==> config.mk <==
export PLATFORM = sky130hd
export DESIGN_NAME = rlp_transaction_field_tokenizer
export DESIGN_NICKNAME = d
export VERILOG_FILES = /design/src/rtl/rlptok_pkg.sv /design/src/rtl/rlptok_input_stage.sv /design/src/rtl/rlptok_parser.sv /design/src/rtl/rlp_transaction_field_tokenizer.sv
export SDC_FILE = /design/constraint.sdc
export NUM_CORES = 1
export LEC_CHECK = 0
export BUFFER_PORTS_ARGS = -buffer_cell sky130_fd_sc_hd__buf_4
export CAP_MARGIN = 20
export CORE_AREA = 2 2 195 197
export CTS_BUF_LIST = sky130_fd_sc_hd__clkbuf_16
export DETAILED_ROUTE_END_ITERATION = 7
export DIE_AREA = 0 0 197 199
export GPL_TIMING_DRIVEN = 0
export SLEW_MARGIN = 40
export SYNTH_ARGS = -nofsm -noshare
export SYNTH_HDL_FRONTEND = slang
export SYNTH_SLANG_ARGS = --single-unit
==> constraint.sdc <==
create_clock -name clock -period 6.5 [get_ports clock]
set_input_delay 0.325 -clock clock [delete_from_list [all_inputs] [get_ports clock]]
set_output_delay 0.325 -clock clock [all_outputs]
set_load 0.02 [all_outputs]
==> src/rtl/rlptok_pkg.sv <==
// Shared types and constants for the transaction field tokenizer.
package rlptok_pkg;

   localparam logic [7:0] TYPE_ACCESS_LIST = 8'h01;
   localparam logic [7:0] TYPE_FEE_MARKET  = 8'h02;
   localparam logic [7:0] SINGLE_MAX       = 8'h7f;
   localparam logic [7:0] STR_BASE         = 8'h80;
   localparam logic [7:0] SHORT_STR_MAX    = 8'hb7;
   localparam logic [7:0] LONG_STR_MAX     = 8'hbf;
   localparam logic [7:0] LIST_BASE        = 8'hc0;
   localparam logic [7:0] SHORT_LIST_MAX   = 8'hf7;

   localparam logic [2:0] ROLE_PREFIX    = 3'd0;
   localparam logic [2:0] ROLE_LIST_HDR  = 3'd1;
   localparam logic [2:0] ROLE_LIST_LEN  = 3'd2;
   localparam logic [2:0] ROLE_ITEM_HDR  = 3'd3;
   localparam logic [2:0] ROLE_ITEM_LEN  = 3'd4;
   localparam logic [2:0] ROLE_CONTENT   = 3'd5;
   localparam logic [2:0] ROLE_TRAILING  = 3'd6;

   localparam logic [1:0] KIND_LEGACY     = 2'd0;
   localparam logic [1:0] KIND_FEE_MARKET = 2'd2;

   localparam logic [2:0] ERR_NONE      = 3'd0;
   localparam logic [2:0] ERR_OVERRUN   = 3'd1;
   localparam logic [2:0] ERR_SHORT     = 3'd2;
   localparam logic [2:0] ERR_TOO_WIDE  = 3'd3;
   localparam logic [2:0] ERR_FEW       = 3'd4;

   localparam logic [3:0] FIELD_MAX = 4'hf;

   typedef struct packed {
      logic [7:0] data_byte;
      logic       first_byte;
      logic       last_byte;
   } in_word_type;

   typedef struct packed {
      logic [2:0]  byte_role;
      logic [3:0]  field_index;
      logic [1:0]  tx_kind;
      logic        item_is_list;
      logic [31:0] item_length;
      logic [7:0]  value_byte;
      logic        item_done;
      logic        list_done;
      logic [2:0]  error_code;
   } out_word_type;

endpackage

==> src/rtl/rlptok_input_stage.sv <==
// Input register stage: holds one accepted byte until the parser takes it.
module rlptok_input_stage (
   input  logic                      clock,
   input  logic                      reset,
   input  logic                      req_valid,
   input  rlptok_pkg::in_word_type   req_word,
   output logic                      req_ready,
   input  logic                      take,
   output logic                      hold_valid,
   output rlptok_pkg::in_word_type   hold_word
);

   logic                    valid_ff;
   logic                    valid_in;
   rlptok_pkg::in_word_type word_ff;

   assign req_ready  = !valid_ff || take;
   assign valid_in   = (valid_ff && !take) || (req_valid && req_ready);
   assign hold_valid = valid_ff;
   assign hold_word  = word_ff;

   always_ff @(posedge clock) begin
      if (reset) begin
         valid_ff <= 1'b0;
      end else begin
         valid_ff <= valid_in;
      end
   end

   always_ff @(posedge clock) begin
      if (req_valid && req_ready) begin
         word_ff <= req_word;
      end
   end

endmodule

==> src/rtl/rlptok_parser.sv <==
// Tokenizer state, per-byte classification and the result register.
module rlptok_parser #(
   parameter int LEN_BITS          = 32,
   parameter int LEGACY_FIELDS     = 9,
   parameter int FEE_MARKET_FIELDS = 12
) (
   input  logic                      clock,
   input  logic                      reset,
   input  logic                      hold_valid,
   input  rlptok_pkg::in_word_type   hold_word,
   output logic                      take,
   input  logic                      out_ready,
   output logic                      out_valid,
   output rlptok_pkg::out_word_type  out_word
);

   localparam int WideBits = (LEN_BITS > 32) ? LEN_BITS : 32;

   typedef enum logic [2:0] {
      PH_START, PH_LHDR, PH_LLEN, PH_HDR, PH_ILEN, PH_BODY, PH_TRAIL
   } phase_type;

   phase_type             phase_ff, phase_in, cur_phase;
   logic [1:0]            kind_ff, kind_in, cur_kind;
   logic [LEN_BITS-1:0]   list_rem_ff, list_rem_in, cur_list_rem;
   logic [LEN_BITS-1:0]   item_rem_ff, item_rem_in, cur_item_rem;
   logic [LEN_BITS-1:0]   accum_ff, accum_in, cur_accum;
   logic [3:0]            left_ff, left_in, cur_left;
   logic [3:0]            count_ff, count_in, cur_count;
   logic                  long_list_ff, long_list_in, cur_long_list;
   logic [2:0]            err_ff, err_in, cur_err;
   logic                  out_valid_ff, out_valid_in;
   rlptok_pkg::out_word_type out_word_ff, out_word_in;

   logic [7:0]            b;
   logic                  is_prefix, do_lhdr;
   logic                  take_ok;
   logic [LEN_BITS+7:0]   joined;
   logic [LEN_BITS-1:0]   shifted;
   logic [3:0]            left_dec;
   logic [LEN_BITS-1:0]   list_dec;
   logic [LEN_BITS-1:0]   item_dec;
   logic [7:0]            short_diff;
   logic [3:0]            long_lb;
   logic                  st_req, fin_req, end_req, in_list;
   logic [LEN_BITS-1:0]   st_n;
   logic                  st_list;
   logic [3:0]            need;
   logic [2:0]            new_err;
   logic [2:0]            o_role;
   logic [3:0]            o_idx;
   logic                  o_islist, o_idone, o_ldone;
   logic [LEN_BITS-1:0]   o_len;
   logic [WideBits-1:0]   len_wide;

   assign b = hold_word.data_byte;

   assign cur_phase     = hold_word.first_byte ? PH_START : phase_ff;
   assign cur_kind      = hold_word.first_byte ? rlptok_pkg::KIND_LEGACY : kind_ff;
   assign cur_list_rem  = hold_word.first_byte ? '0 : list_rem_ff;
   assign cur_item_rem  = hold_word.first_byte ? '0 : item_rem_ff;
   assign cur_accum     = hold_word.first_byte ? '0 : accum_ff;
   assign cur_left      = hold_word.first_byte ? 4'd0 : left_ff;
   assign cur_count     = hold_word.first_byte ? 4'd0 : count_ff;
   assign cur_long_list = hold_word.first_byte ? 1'b0 : long_list_ff;
   assign cur_err       = hold_word.first_byte ? rlptok_pkg::ERR_NONE : err_ff;

   assign is_prefix = (b == rlptok_pkg::TYPE_ACCESS_LIST) || (b == rlptok_pkg::TYPE_FEE_MARKET);
   assign do_lhdr   = ((cur_phase == PH_START) && !is_prefix) || (cur_phase == PH_LHDR);

   assign take_ok  = (cur_accum[LEN_BITS-1 -: 8] == 8'd0);
   assign joined   = {cur_accum, b};
   assign shifted  = joined[LEN_BITS-1:0];
   assign left_dec = (cur_left != 4'd0) ? cur_left - 4'd1 : cur_left;
   assign list_dec = (cur_list_rem != '0) ? cur_list_rem - LEN_BITS'(1) : cur_list_rem;
   assign item_dec = (cur_item_rem != '0) ? cur_item_rem - LEN_BITS'(1) : cur_item_rem;

   assign short_diff = (b <= rlptok_pkg::SHORT_STR_MAX) ? b - rlptok_pkg::STR_BASE
                                                        : b - rlptok_pkg::LIST_BASE;
   assign long_lb    = (b <= rlptok_pkg::LONG_STR_MAX) ? 4'(b - rlptok_pkg::SHORT_STR_MAX)
                                                       : 4'(b - rlptok_pkg::SHORT_LIST_MAX);

   always_comb begin
      phase_in     = cur_phase;
      kind_in      = cur_kind;
      list_rem_in  = cur_list_rem;
      item_rem_in  = cur_item_rem;
      accum_in     = cur_accum;
      left_in      = cur_left;
      count_in     = cur_count;
      long_list_in = cur_long_list;
      err_in       = cur_err;
      o_role   = rlptok_pkg::ROLE_TRAILING;
      o_idx    = 4'd0;
      o_islist = 1'b0;
      o_idone  = 1'b0;
      o_ldone  = 1'b0;
      o_len    = '0;
      new_err  = rlptok_pkg::ERR_NONE;
      in_list  = 1'b0;
      st_req   = 1'b0;
      fin_req  = 1'b0;
      end_req  = 1'b0;
      st_n     = shifted;
      st_list  = cur_long_list;
      need     = 4'd0;

      unique case (cur_phase)
         PH_START: begin
            if (is_prefix) begin
               kind_in  = b[1:0];
               o_role   = rlptok_pkg::ROLE_PREFIX;
               phase_in = PH_LHDR;
            end else begin
               kind_in = rlptok_pkg::KIND_LEGACY;
            end
         end
         PH_LHDR: begin
            kind_in = cur_kind;
         end
         PH_LLEN: begin
            o_role = rlptok_pkg::ROLE_LIST_LEN;
            if (!take_ok) begin
               new_err = rlptok_pkg::ERR_TOO_WIDE;
            end else begin
               accum_in = shifted;
               left_in  = left_dec;
               if (left_dec == 4'd0) begin
                  list_rem_in = shifted;
                  o_len       = shifted;
                  phase_in    = PH_HDR;
                  end_req     = (shifted == '0);
               end
            end
         end
         PH_HDR: begin
            in_list     = 1'b1;
            o_idx       = cur_count;
            list_rem_in = list_dec;
            o_role      = rlptok_pkg::ROLE_ITEM_HDR;
            o_islist    = (b >= rlptok_pkg::LIST_BASE);
            long_list_in = (b >= rlptok_pkg::LIST_BASE);
            if (b <= rlptok_pkg::SINGLE_MAX) begin
               o_role  = rlptok_pkg::ROLE_CONTENT;
               o_len   = LEN_BITS'(1);
               fin_req = 1'b1;
            end else if ((b <= rlptok_pkg::SHORT_STR_MAX) ||
                         ((b >= rlptok_pkg::LIST_BASE) && (b <= rlptok_pkg::SHORT_LIST_MAX))) begin
               st_req  = 1'b1;
               st_n    = LEN_BITS'(short_diff);
               st_list = (b >= rlptok_pkg::LIST_BASE);
            end else if (LEN_BITS'(long_lb) > list_dec) begin
               new_err = rlptok_pkg::ERR_OVERRUN;
            end else begin
               left_in  = long_lb;
               accum_in = '0;
               phase_in = PH_ILEN;
            end
         end
         PH_ILEN: begin
            in_list     = 1'b1;
            o_role      = rlptok_pkg::ROLE_ITEM_LEN;
            o_idx       = cur_count;
            o_islist    = cur_long_list;
            list_rem_in = list_dec;
            if (!take_ok) begin
               new_err = rlptok_pkg::ERR_TOO_WIDE;
            end else begin
               accum_in = shifted;
               left_in  = left_dec;
               st_req   = (left_dec == 4'd0);
            end
         end
         PH_BODY: begin
            in_list     = 1'b1;
            o_role      = rlptok_pkg::ROLE_CONTENT;
            o_idx       = cur_count;
            o_islist    = cur_long_list;
            o_len       = cur_accum;
            list_rem_in = list_dec;
            item_rem_in = item_dec;
            fin_req     = (item_dec == '0);
         end
         default: begin
            o_role = rlptok_pkg::ROLE_TRAILING;
            o_idx  = cur_count;
         end
      endcase

      if (do_lhdr) begin
         o_role = rlptok_pkg::ROLE_LIST_HDR;
         if (b > rlptok_pkg::SHORT_LIST_MAX) begin
            left_in  = 4'(b - rlptok_pkg::SHORT_LIST_MAX);
            accum_in = '0;
            phase_in = PH_LLEN;
         end else if (b >= rlptok_pkg::LIST_BASE) begin
            list_rem_in = LEN_BITS'(8'(b - rlptok_pkg::LIST_BASE));
            o_len       = LEN_BITS'(8'(b - rlptok_pkg::LIST_BASE));
            phase_in    = PH_HDR;
            end_req     = (b == rlptok_pkg::LIST_BASE);
         end else begin
            list_rem_in = '0;
            end_req     = 1'b1;
         end
      end

      if (st_req) begin
         long_list_in = st_list;
         o_islist     = st_list;
         o_len        = st_n;
         accum_in     = st_n;
         if (st_n > list_dec) begin
            new_err = rlptok_pkg::ERR_OVERRUN;
         end else if (st_n == '0) begin
            fin_req = 1'b1;
         end else begin
            item_rem_in = st_n;
            phase_in    = PH_BODY;
         end
      end

      if (fin_req) begin
         o_idone  = 1'b1;
         count_in = (cur_count != rlptok_pkg::FIELD_MAX) ? cur_count + 4'd1 : cur_count;
         phase_in = PH_HDR;
      end

      if ((new_err == rlptok_pkg::ERR_NONE) && in_list && (list_rem_in == '0)) begin
         end_req = 1'b1;
      end

      if (end_req) begin
         o_ldone  = 1'b1;
         phase_in = PH_TRAIL;
         if (kind_in == rlptok_pkg::KIND_LEGACY) begin
            need = 4'(LEGACY_FIELDS);
         end else if (kind_in == rlptok_pkg::KIND_FEE_MARKET) begin
            need = 4'(FEE_MARKET_FIELDS);
         end
         if ((count_in < need) && (new_err == rlptok_pkg::ERR_NONE)) begin
            new_err = rlptok_pkg::ERR_FEW;
         end
      end

      if (new_err != rlptok_pkg::ERR_NONE) begin
         if (cur_err == rlptok_pkg::ERR_NONE) begin
            err_in = new_err;
         end
         phase_in = PH_TRAIL;
      end

      if (hold_word.last_byte && (phase_in != PH_TRAIL) && (err_in == rlptok_pkg::ERR_NONE)) begin
         err_in = rlptok_pkg::ERR_SHORT;
      end

      len_wide = WideBits'(o_len);
      out_word_in.byte_role    = o_role;
      out_word_in.field_index  = o_idx;
      out_word_in.tx_kind      = kind_in;
      out_word_in.item_is_list = o_islist;
      out_word_in.item_length  = len_wide[31:0];
      out_word_in.value_byte   = b;
      out_word_in.item_done    = o_idone;
      out_word_in.list_done    = o_ldone;
      out_word_in.error_code   = err_in;

      if (hold_word.last_byte) begin
         phase_in     = PH_START;
         kind_in      = rlptok_pkg::KIND_LEGACY;
         list_rem_in  = '0;
         item_rem_in  = '0;
         accum_in     = '0;
         left_in      = 4'd0;
         count_in     = 4'd0;
         long_list_in = 1'b0;
         err_in       = rlptok_pkg::ERR_NONE;
      end
   end

   assign take         = hold_valid && (!out_valid_ff || out_ready);
   assign out_valid_in = take || (out_valid_ff && !out_ready);
   assign out_valid    = out_valid_ff;
   assign out_word     = out_word_ff;

   always_ff @(posedge clock) begin
      if (reset) begin
         phase_ff     <= PH_START;
         kind_ff      <= rlptok_pkg::KIND_LEGACY;
         list_rem_ff  <= '0;
         item_rem_ff  <= '0;
         accum_ff     <= '0;
         left_ff      <= 4'd0;
         count_ff     <= 4'd0;
         long_list_ff <= 1'b0;
         err_ff       <= rlptok_pkg::ERR_NONE;
         out_valid_ff <= 1'b0;
      end else begin
         out_valid_ff <= out_valid_in;
         if (take) begin
            phase_ff     <= phase_in;
            kind_ff      <= kind_in;
            list_rem_ff  <= list_rem_in;
            item_rem_ff  <= item_rem_in;
            accum_ff     <= accum_in;
            left_ff      <= left_in;
            count_ff     <= count_in;
            long_list_ff <= long_list_in;
            err_ff       <= err_in;
            out_word_ff  <= out_word_in;
         end
      end
   end

endmodule

==> src/rtl/rlp_transaction_field_tokenizer.sv <==
// Top level: byte-stream tokenizer for raw signed transactions.
//
// Input channel (req_): one transaction byte per word; req_tuser marks the
// first byte of a transaction and req_tlast the final one.
// Result channel (rsp_): exactly one result word per input word, in order,
// carrying the byte's role, field index, transaction kind, item length,
// the byte itself, item/list end flags and the latched error code.
// Each byte is held in the input register, then classified into the result
// register, whose output is the result word.
// Throughput: one byte per cycle while rsp_tready is high; each byte needs
// only compares, a shift-or of the length accumulator and counter
// decrements in one register stage.
// Reset clears the tokenizer state to expect a type prefix or list header
// and empties both registers. While the receiver holds rsp_tready low the
// result register holds its word and the input register still takes one
// more byte; further bytes then wait on req_tready.
module rlp_transaction_field_tokenizer #(
   parameter int LEN_BITS          = 32,
   parameter int LEGACY_FIELDS     = 9,
   parameter int FEE_MARKET_FIELDS = 12
) (
   input  logic        clock,
   input  logic        reset,
   input  logic        req_tvalid,
   output logic        req_tready,
   input  logic [7:0]  req_tdata,   // data_byte[7:0]
   input  logic        req_tuser,   // first_byte[0]
   input  logic        req_tlast,
   output logic        rsp_tvalid,
   input  logic        rsp_tready,
   output logic [47:0] rsp_tdata,   // field_index[3:0], item_length[35:4], value_byte[43:36],
                                    // item_done[44], error_code[47:45]
   output logic [5:0]  rsp_tuser,   // byte_role[2:0], tx_kind[4:3], item_is_list[5]
   output logic        rsp_tlast
);

   rlptok_pkg::in_word_type  req_word;
   rlptok_pkg::in_word_type  hold_word;
   rlptok_pkg::out_word_type out_word;
   logic                     hold_valid;
   logic                     take;

   assign req_word.data_byte  = req_tdata;
   assign req_word.first_byte = req_tuser;
   assign req_word.last_byte  = req_tlast;

   rlptok_input_stage u_input_stage (
      .clock      (clock),
      .reset      (reset),
      .req_valid  (req_tvalid),
      .req_word   (req_word),
      .req_ready  (req_tready),
      .take       (take),
      .hold_valid (hold_valid),
      .hold_word  (hold_word)
   );

   rlptok_parser #(
      .LEN_BITS          (LEN_BITS),
      .LEGACY_FIELDS     (LEGACY_FIELDS),
      .FEE_MARKET_FIELDS (FEE_MARKET_FIELDS)
   ) u_parser (
      .clock      (clock),
      .reset      (reset),
      .hold_valid (hold_valid),
      .hold_word  (hold_word),
      .take       (take),
      .out_ready  (rsp_tready),
      .out_valid  (rsp_tvalid),
      .out_word   (out_word)
   );

   assign rsp_tdata = {out_word.error_code, out_word.item_done, out_word.value_byte,
                       out_word.item_length, out_word.field_index};
   assign rsp_tuser = {out_word.item_is_list, out_word.tx_kind, out_word.byte_role};
   assign rsp_tlast = out_word.list_done;

endmodule

# Word level (Yosys, flattened, before mapping)
# Index checks and enable logic that the tools add are counted.
[op_classes]
n_mux = 123
order_cmp = 9
addsub = 8
bitwise_logic = 1
reduce_logical = 43
n_eq_ne = 11
[op_table]
columns = ["cell", "n"]
rows = [
  ["32-bit 2-to-1 mux", 32],
  ["32-bit logical NOT", 4],
  ["32-bit one-hot mux with 2 select lines", 2],
  ["32-bit one-hot mux with 3 select lines", 1],
  ["3-bit 2-to-1 mux", 30],
  ["4-bit 2-to-1 mux", 17],
  ["32-bit nonzero test", 2],
  ["32-bit by 1-bit subtractor with 32-bit output (second input constant)", 2],
  ["32-bit greater-than comparator", 1],
  ["4-bit by 32-bit greater-than comparator with 1-bit output", 1],
  ["1-bit 2-to-1 mux", 27],
  ["8-bit <= comparator (second input constant)", 3],
  ["8-bit 2-to-1 mux", 2],
  ["8-bit subtractor (second input constant)", 2],
  ["3-bit one-hot mux with 5 select lines", 1],
  ["3-bit logical NOT", 4],
  ["1-bit logical AND", 11],
  ["2-bit 2-to-1 mux", 5],
  ["3-bit one-hot mux with 3 select lines", 1],
  ["8-bit by 1-bit equality test with 1-bit output (second input constant)", 1],
  ["8-bit by 2-bit equality test with 1-bit output (second input constant)", 1],
  ["8-bit equality test (second input constant)", 1],
  ["8-bit greater-or-equal comparator (second input constant)", 1],
  ["8-bit greater-than comparator (second input constant)", 1],
  ["25 further kinds", 42],
]
[totals]
in_bits = 14
ff_bits = 180

# Longest topological paths before layout
[logic_depth]
word_depth = 26
depth_mapped = 28
depth_no_buf = 24

# Modules after synthesis
# A second synthesis with hierarchy kept.
[unflattened]
cells_unflattened = 1775
hier_area_um2 = 13674.4
[modules_own_cells]
columns = ["module", "cells_each", "n_inst", "area_each_um2", "seq_area_each_um2"]
rows = [
  ["rlptok_parser", 1760, 1, 13319.0, 3933.8],
  ["rlptok_input_stage", 15, 1, 355.3, 320.3],
]

# Worst setup path before layout
# No wires, ideal clock.
[synth_path]
path_type = "register -> register"
from = "register u_input_stage.word_ff, in the netlist u_input_stage.hold_word[1]"
to = "register u_parser.err_ff[2]"
t_required_ps = 6412
setup_time_ps = 88
path_slack_ps = 612
path_stages_with_launch = 28
path_buffers = 9
arrival_time_ps = 5800
cell_sequence = "edfxtp_1 -> buf_2 -> buf_2 -> buf_2 -> buf_2 -> buf_1 -> clkbuf_1 -> nor2b_1 -> inv_1 -> ha_1 -> buf_2 -> or3b_1 -> a221oi_1 -> nor4_1 -> clkbuf_1 -> a31oi_1 -> o22ai_1 -> nor2b_1 -> or2_1 -> buf_2 -> nand4_1 -> mux2i_1 -> nor2_1 -> ha_1 -> a21oi_1 -> o21ai_0 -> a211o_1 -> o32ai_2"
[synth_between]
elab_cells_between_ends = 106
[synth_rtl]
columns = ["element", "line", "rtl"]
rows = [
  ["start: declaration", "rlptok_input_stage.sv:15", "rlptok_pkg::in_word_type word_ff;"],
  ["start signal: assignment", "rlptok_input_stage.sv:32", "word_ff <= req_word;"],
  ["parallel branches: the longest is 7 deep, another holds 32-bit by 1-bit subtractor with 32-bit output", "-", ""],
  ["1-bit 2-to-1 mux (*)", "rlptok_parser.sv:207", "if (st_req) begin"],
  ["via u_parser.fin_req", "rlptok_parser.sv:45", "logic st_req, fin_req, end_req, in_list;"],
  ["4-bit 2-to-1 mux", "rlptok_parser.sv:222", "if (fin_req) begin"],
  ["4-bit < comparator", "rlptok_parser.sv:240", "if ((count_in < need) && (new_err == rlptok_pkg::ERR_NONE)) begin"],
  ["1-bit logical AND", "rlptok_parser.sv:240", ""],
  ["3-bit 2-to-1 mux", "rlptok_parser.sv:240", ""],
  ["3-bit 2-to-1 mux", "rlptok_parser.sv:232", "if (end_req) begin"],
  ["3-bit nonzero test", "rlptok_parser.sv:245", "if (new_err != rlptok_pkg::ERR_NONE) begin"],
  ["3-bit 2-to-1 mux", "rlptok_parser.sv:245", ""],
  ["3-bit != test", "rlptok_parser.sv:252", "if (hold_word.last_byte && (phase_in != PH_TRAIL) && (err_in == rlptok_pkg::ERR_NONE)) begin"],
  ["1-bit logical AND (2 in a row)", "rlptok_parser.sv:252", ""],
  ["3-bit 2-to-1 mux (*)", "rlptok_parser.sv:252", ""],
  ["3-bit 2-to-1 mux (*)", "rlptok_parser.sv:267", "if (hold_word.last_byte) begin"],
  ["end signal: assignment", "rlptok_parser.sv:295", "err_ff <= rlptok_pkg::ERR_NONE;"],
  ["end signal: assignment", "rlptok_parser.sv:308", "err_ff <= err_in;"],
  ["end: declaration", "rlptok_parser.sv:31", "logic [2:0] err_ff, err_in, cur_err;"],
]
# Mark *: on every way through the listed nets, which the timed path passes. The select of a mux whose other input is x is not followed.
# A chain may end at the register's enable or synchronous reset.

==> metrics.md <==
| Metric | Value |
|---|---|
| # DRC | `0` |
| Worst Tran Pin Value | `0.971 ns` |
| Post-Syn Area | `0.0129 mm2` |
| GRT overflow | `0` |
| Reg-to-reg startpoint | `u_input_stage.hold_word[1]$_DFFE_PP_` |
| Final min period | `6.35 ns` |
| Detailed placer's ending HPWL | `46.3 mm` |
| Core Area | `0.0371 mm2` |
| Simple-Gate Fraction of Synth Area | `26.6%` |
| Ant. Diodes | `0` |
| Worst path most repeated cell | `buf_4` |
| Leak | `5.60 nW` |
| Seq cells post-synth | `180` |
| Warnings from Yosys | `0` |
| Vias/cell | `6.56` |
| Seq/Total Area, Yosys | `33.1%` |
| Synth async-reset ratio | `0%` |
| Placed cells | `2126` |
| Final hold vios | `0` |
| Power density over the cells | `173 mW/mm2` |
| Final setup skew | `0.0186 ns` |
| Tot Pwr | `0.00261 W` |
| Slew margin rel. | `35.2%` |
| Worst-path maximum fanout | `19` |
| Synth top area cells | `dfxtp_1 18%, edfxtp_1 15%, nor2_1 5.5%` |
| CTS buffer count | `17` |
| Iteration-0 DRC count of the detailed router | `2311` |
| Worst R2R End | `u_parser.out_word[2]$_DFFE_PP_` |
| First-pass GRT wire length | `89.5 mm` |
| Num Clock Sinks | `180` |
| DR WL/cell | `28.4 um` |
| Count leader, synth | `nor2_1` |
| Hold Path Cell Cnt | `1` |
| Initial antenna violation count | `0` |
| Main combinational cell family by area after synthesis | `compound AO/OA/AOI/OAI gates` |
| Post-synth EDFFs | `65` |
| TritonCTS clock tree | `yes` |
| Endpoint type of the worst setup path | `register` |
| Slowest library cell on the worst path | `nor4b_4` |
| Most instantiated cells after synthesis | `188 x nor2_1, 150 x nand2_1, 115 x dfxtp_1` |
| Largest net degree at the start of global routing | `22` |
| Initial core utilization | `34.6%` |
| VDD IR max | `0.185 mV` |
| CTS clk-pin slew, worst paths | `0.07 ns` |
| Flop2flop setup slack | `0.15 ns` |
| Cell Count, Final, Fillers Out | `2170` |
| Hold crit path type | `in2reg` |
| Hold path endpoint | `u_input_stage.hold_word[6]$_DFFE_PP_` |
| Die W | `197 um` |
| Max-cap check violation count | `0` |
| Final Util | `40.5%` |
| Io pins | `71` |
| Worst EP arrival | `6.66 ns` |
| # port buffers | `69` |
| DR pass1 iterations | `6` |
| Root buf cell | `clkbuf_16` |
| WS Path Type | `reg2reg` |
| Final Net Count | `1745` |
| Post-Route Setup TNS | `0 ns` |
| Post-Synthesis Cells | `1581` |
| Hold buffer count at cts | `0` |
| Global Route Usage Sum | `31.3%` |
| Yosys top cell area share | `17.9%` |
| Status | `complete, no violations` |
| Top_reg_cell synth | `dfxtp_1` |
| CP Launch Type | `register` |
| H-tree Lvls | `4` |
| Layout cells sized above 1 | `14.3%` |
| Synth unique cells | `95` |
| Via count | `14200` |
| Synth Area in Adders | `4.67%` |
| Longest Clk Path Bufs | `2` |
| Hold Path Origin | `req_tdata[4]` |
| Slowest Stage Delay on Critical Path | `0.34 ns` |
| Worst EP required | `6.80 ns` |
| GP Congestion | `1.11` |
| Mean Syn Cell Area | `8.13 um2` |
| Complex-gate fraction of the synthesized area | `27.2%` |
| Std cell rows | `71` |
| R2R depth | `28` |
| Vias in the first global route | `13000` |
| Post-Syn Nets | `1643` |
| Die area | `0.0392 mm2` |
| Synth Area in XOR/XNOR | `3.00%` |
| Clock Latency Late Sink | `0.46 ns` |
| Post-DRT Antenna Nets | `0` |
| Drt total wl | `61.7 mm` |
| Synth area leader | `dfxtp_1` |
| Final Cycle Share | `97.7%` |
| Setup violations, final | `0` |
| Mux cell area share after synthesis | `0.652%` |
| Area Overhead vs Synth | `17.0%` |
| Slew Limit Fails | `0` |
| Die height | `199 um` |
| Achievable Freq | `157 MHz` |
## worst max path at each step
stage	startpoint	end	slack [ns]	depth (start not counted)
floorplan	u_input_stage.hold_word[1]$_DFFE_PP_	u_parser.err_ff[2]$_SDFFE_PP0P_	0.61	27
global placement	u_input_stage.hold_word[1]$_DFFE_PP_	u_parser.out_word[2]$_DFFE_PP_	-4.20	28
detailed placement	u_input_stage.hold_word[1]$_DFFE_PP_	u_parser.err_ff[2]$_SDFFE_PP0P_	-3.40	28
CTS	u_input_stage.hold_word[7]$_DFFE_PP_	u_parser.out_word[2]$_DFFE_PP_	0.04	23
global route	u_parser.list_rem_ff[14]$_SDFFE_PP0P_	u_parser.err_ff[2]$_SDFFE_PP0P_	-0.03	24
finish	u_input_stage.hold_word[1]$_DFFE_PP_	u_parser.out_word[2]$_DFFE_PP_	0.15	28
## state kept, by name, indices dropped and copies added, names as in the netlist, 2 cells and up
name and count:
u_parser.list_rem_ff 32, u_parser.left_ff 4, u_parser.err_ff 3, u_input_stage.hold_word 10, u_parser.count_ff 4, u_parser.out_word 55, u_parser.accum_ff 32, u_parser.phase_ff 3
u_parser.item_rem_ff 32, u_parser.kind_ff 2
## power by group
group,internal (W),switching [W]
Sequential,0.00118,0.0000148
Combinational,0.0000947,0.000247
Clock,0.000571,0.000499
Total,0.00185,0.000760
## critical path: cells and delay by family (launching register included)
kind | cells | cell delay, ns
buffers and inverters | 10 | 2.37
and+or+nand+nor | 9 | 1.55
AOI/OAI and AO/OA | 6 | 1.21
adders and majority gates | 2 | 0.45
DFF | 1 | 0.32
muxes | 1 | 0.24
## cells by family (layout without fill, tap and decap cells)
logic type / after synthesis / after routing
mux: 8 / 8
compound gates: 489 / 489
xor+xnor: 44 / 44
flops: 180 / 180
fa+ha+maj: 48 / 48
buf+inv: 150 / 265
simple gates: 662 / 662
## cells in the final DEF, fill, tap and decap left out, types with 43 or more instances in the layout
cell      Yosys  layout
edfxtp_1     65      65
a22oi_1      66      66
nand2_1     150     150
ha_1         48      47
nor2_1      188     184
a21oi_1      80      80
clkbuf_1     86      71
nand3_1      44      43
nor3_1       48      47
buf_4         4      92
dfxtp_1     115     115
o21ai_0      75      73
a22o_1       54      54
## per-layer routing
| layer | wire [um] | vias up | track usage [%] |
|---|---|---|---|
| li1 | - | 6210 | - |
| met1 | 26700 | 6873 | 44.0 |
| met2 | 25100 | 976 | 45.4 |
| met3 | 6610 | 177 | 6.38 |
| met4 | 3300 | 0 | 15.6 |
| met5 | 0 | - | 0 |
## per-stage QoR
step | hold WS (ns) | setup WS, ns | cell area, um2
global route | 0.0300 | -0.0251 | 15000
detailed placement | 0.485 | -3.40 | 14100
CTS | 0.0303 | 0.0450 | 14900
floorplan | 0.424 | 0.612 | 12900
finish | 0.0448 | 0.148 | 15000
global placement | 0.480 | -4.20 | 14000
## area by class of cell
class	instances	area (um2)
Fill cell	3823	22100
Multi-Input combinational cell	1251	8210
Sequential cell	180	4250
Timing Repair Buffer	87	681
Buffer	121	623
Tap cell	474	593
Clock buffer	17	425
Clock inverter	15	159
Inverter	25	97.6
## repair_timing
item / in CTS / in global routing
resized for setup: 50 / 24
pin swaps: 6 / 3
setup endpoints to repair: 113 / 3
setup buffers: 10 / 6
(Power assumes the default switching activity.)
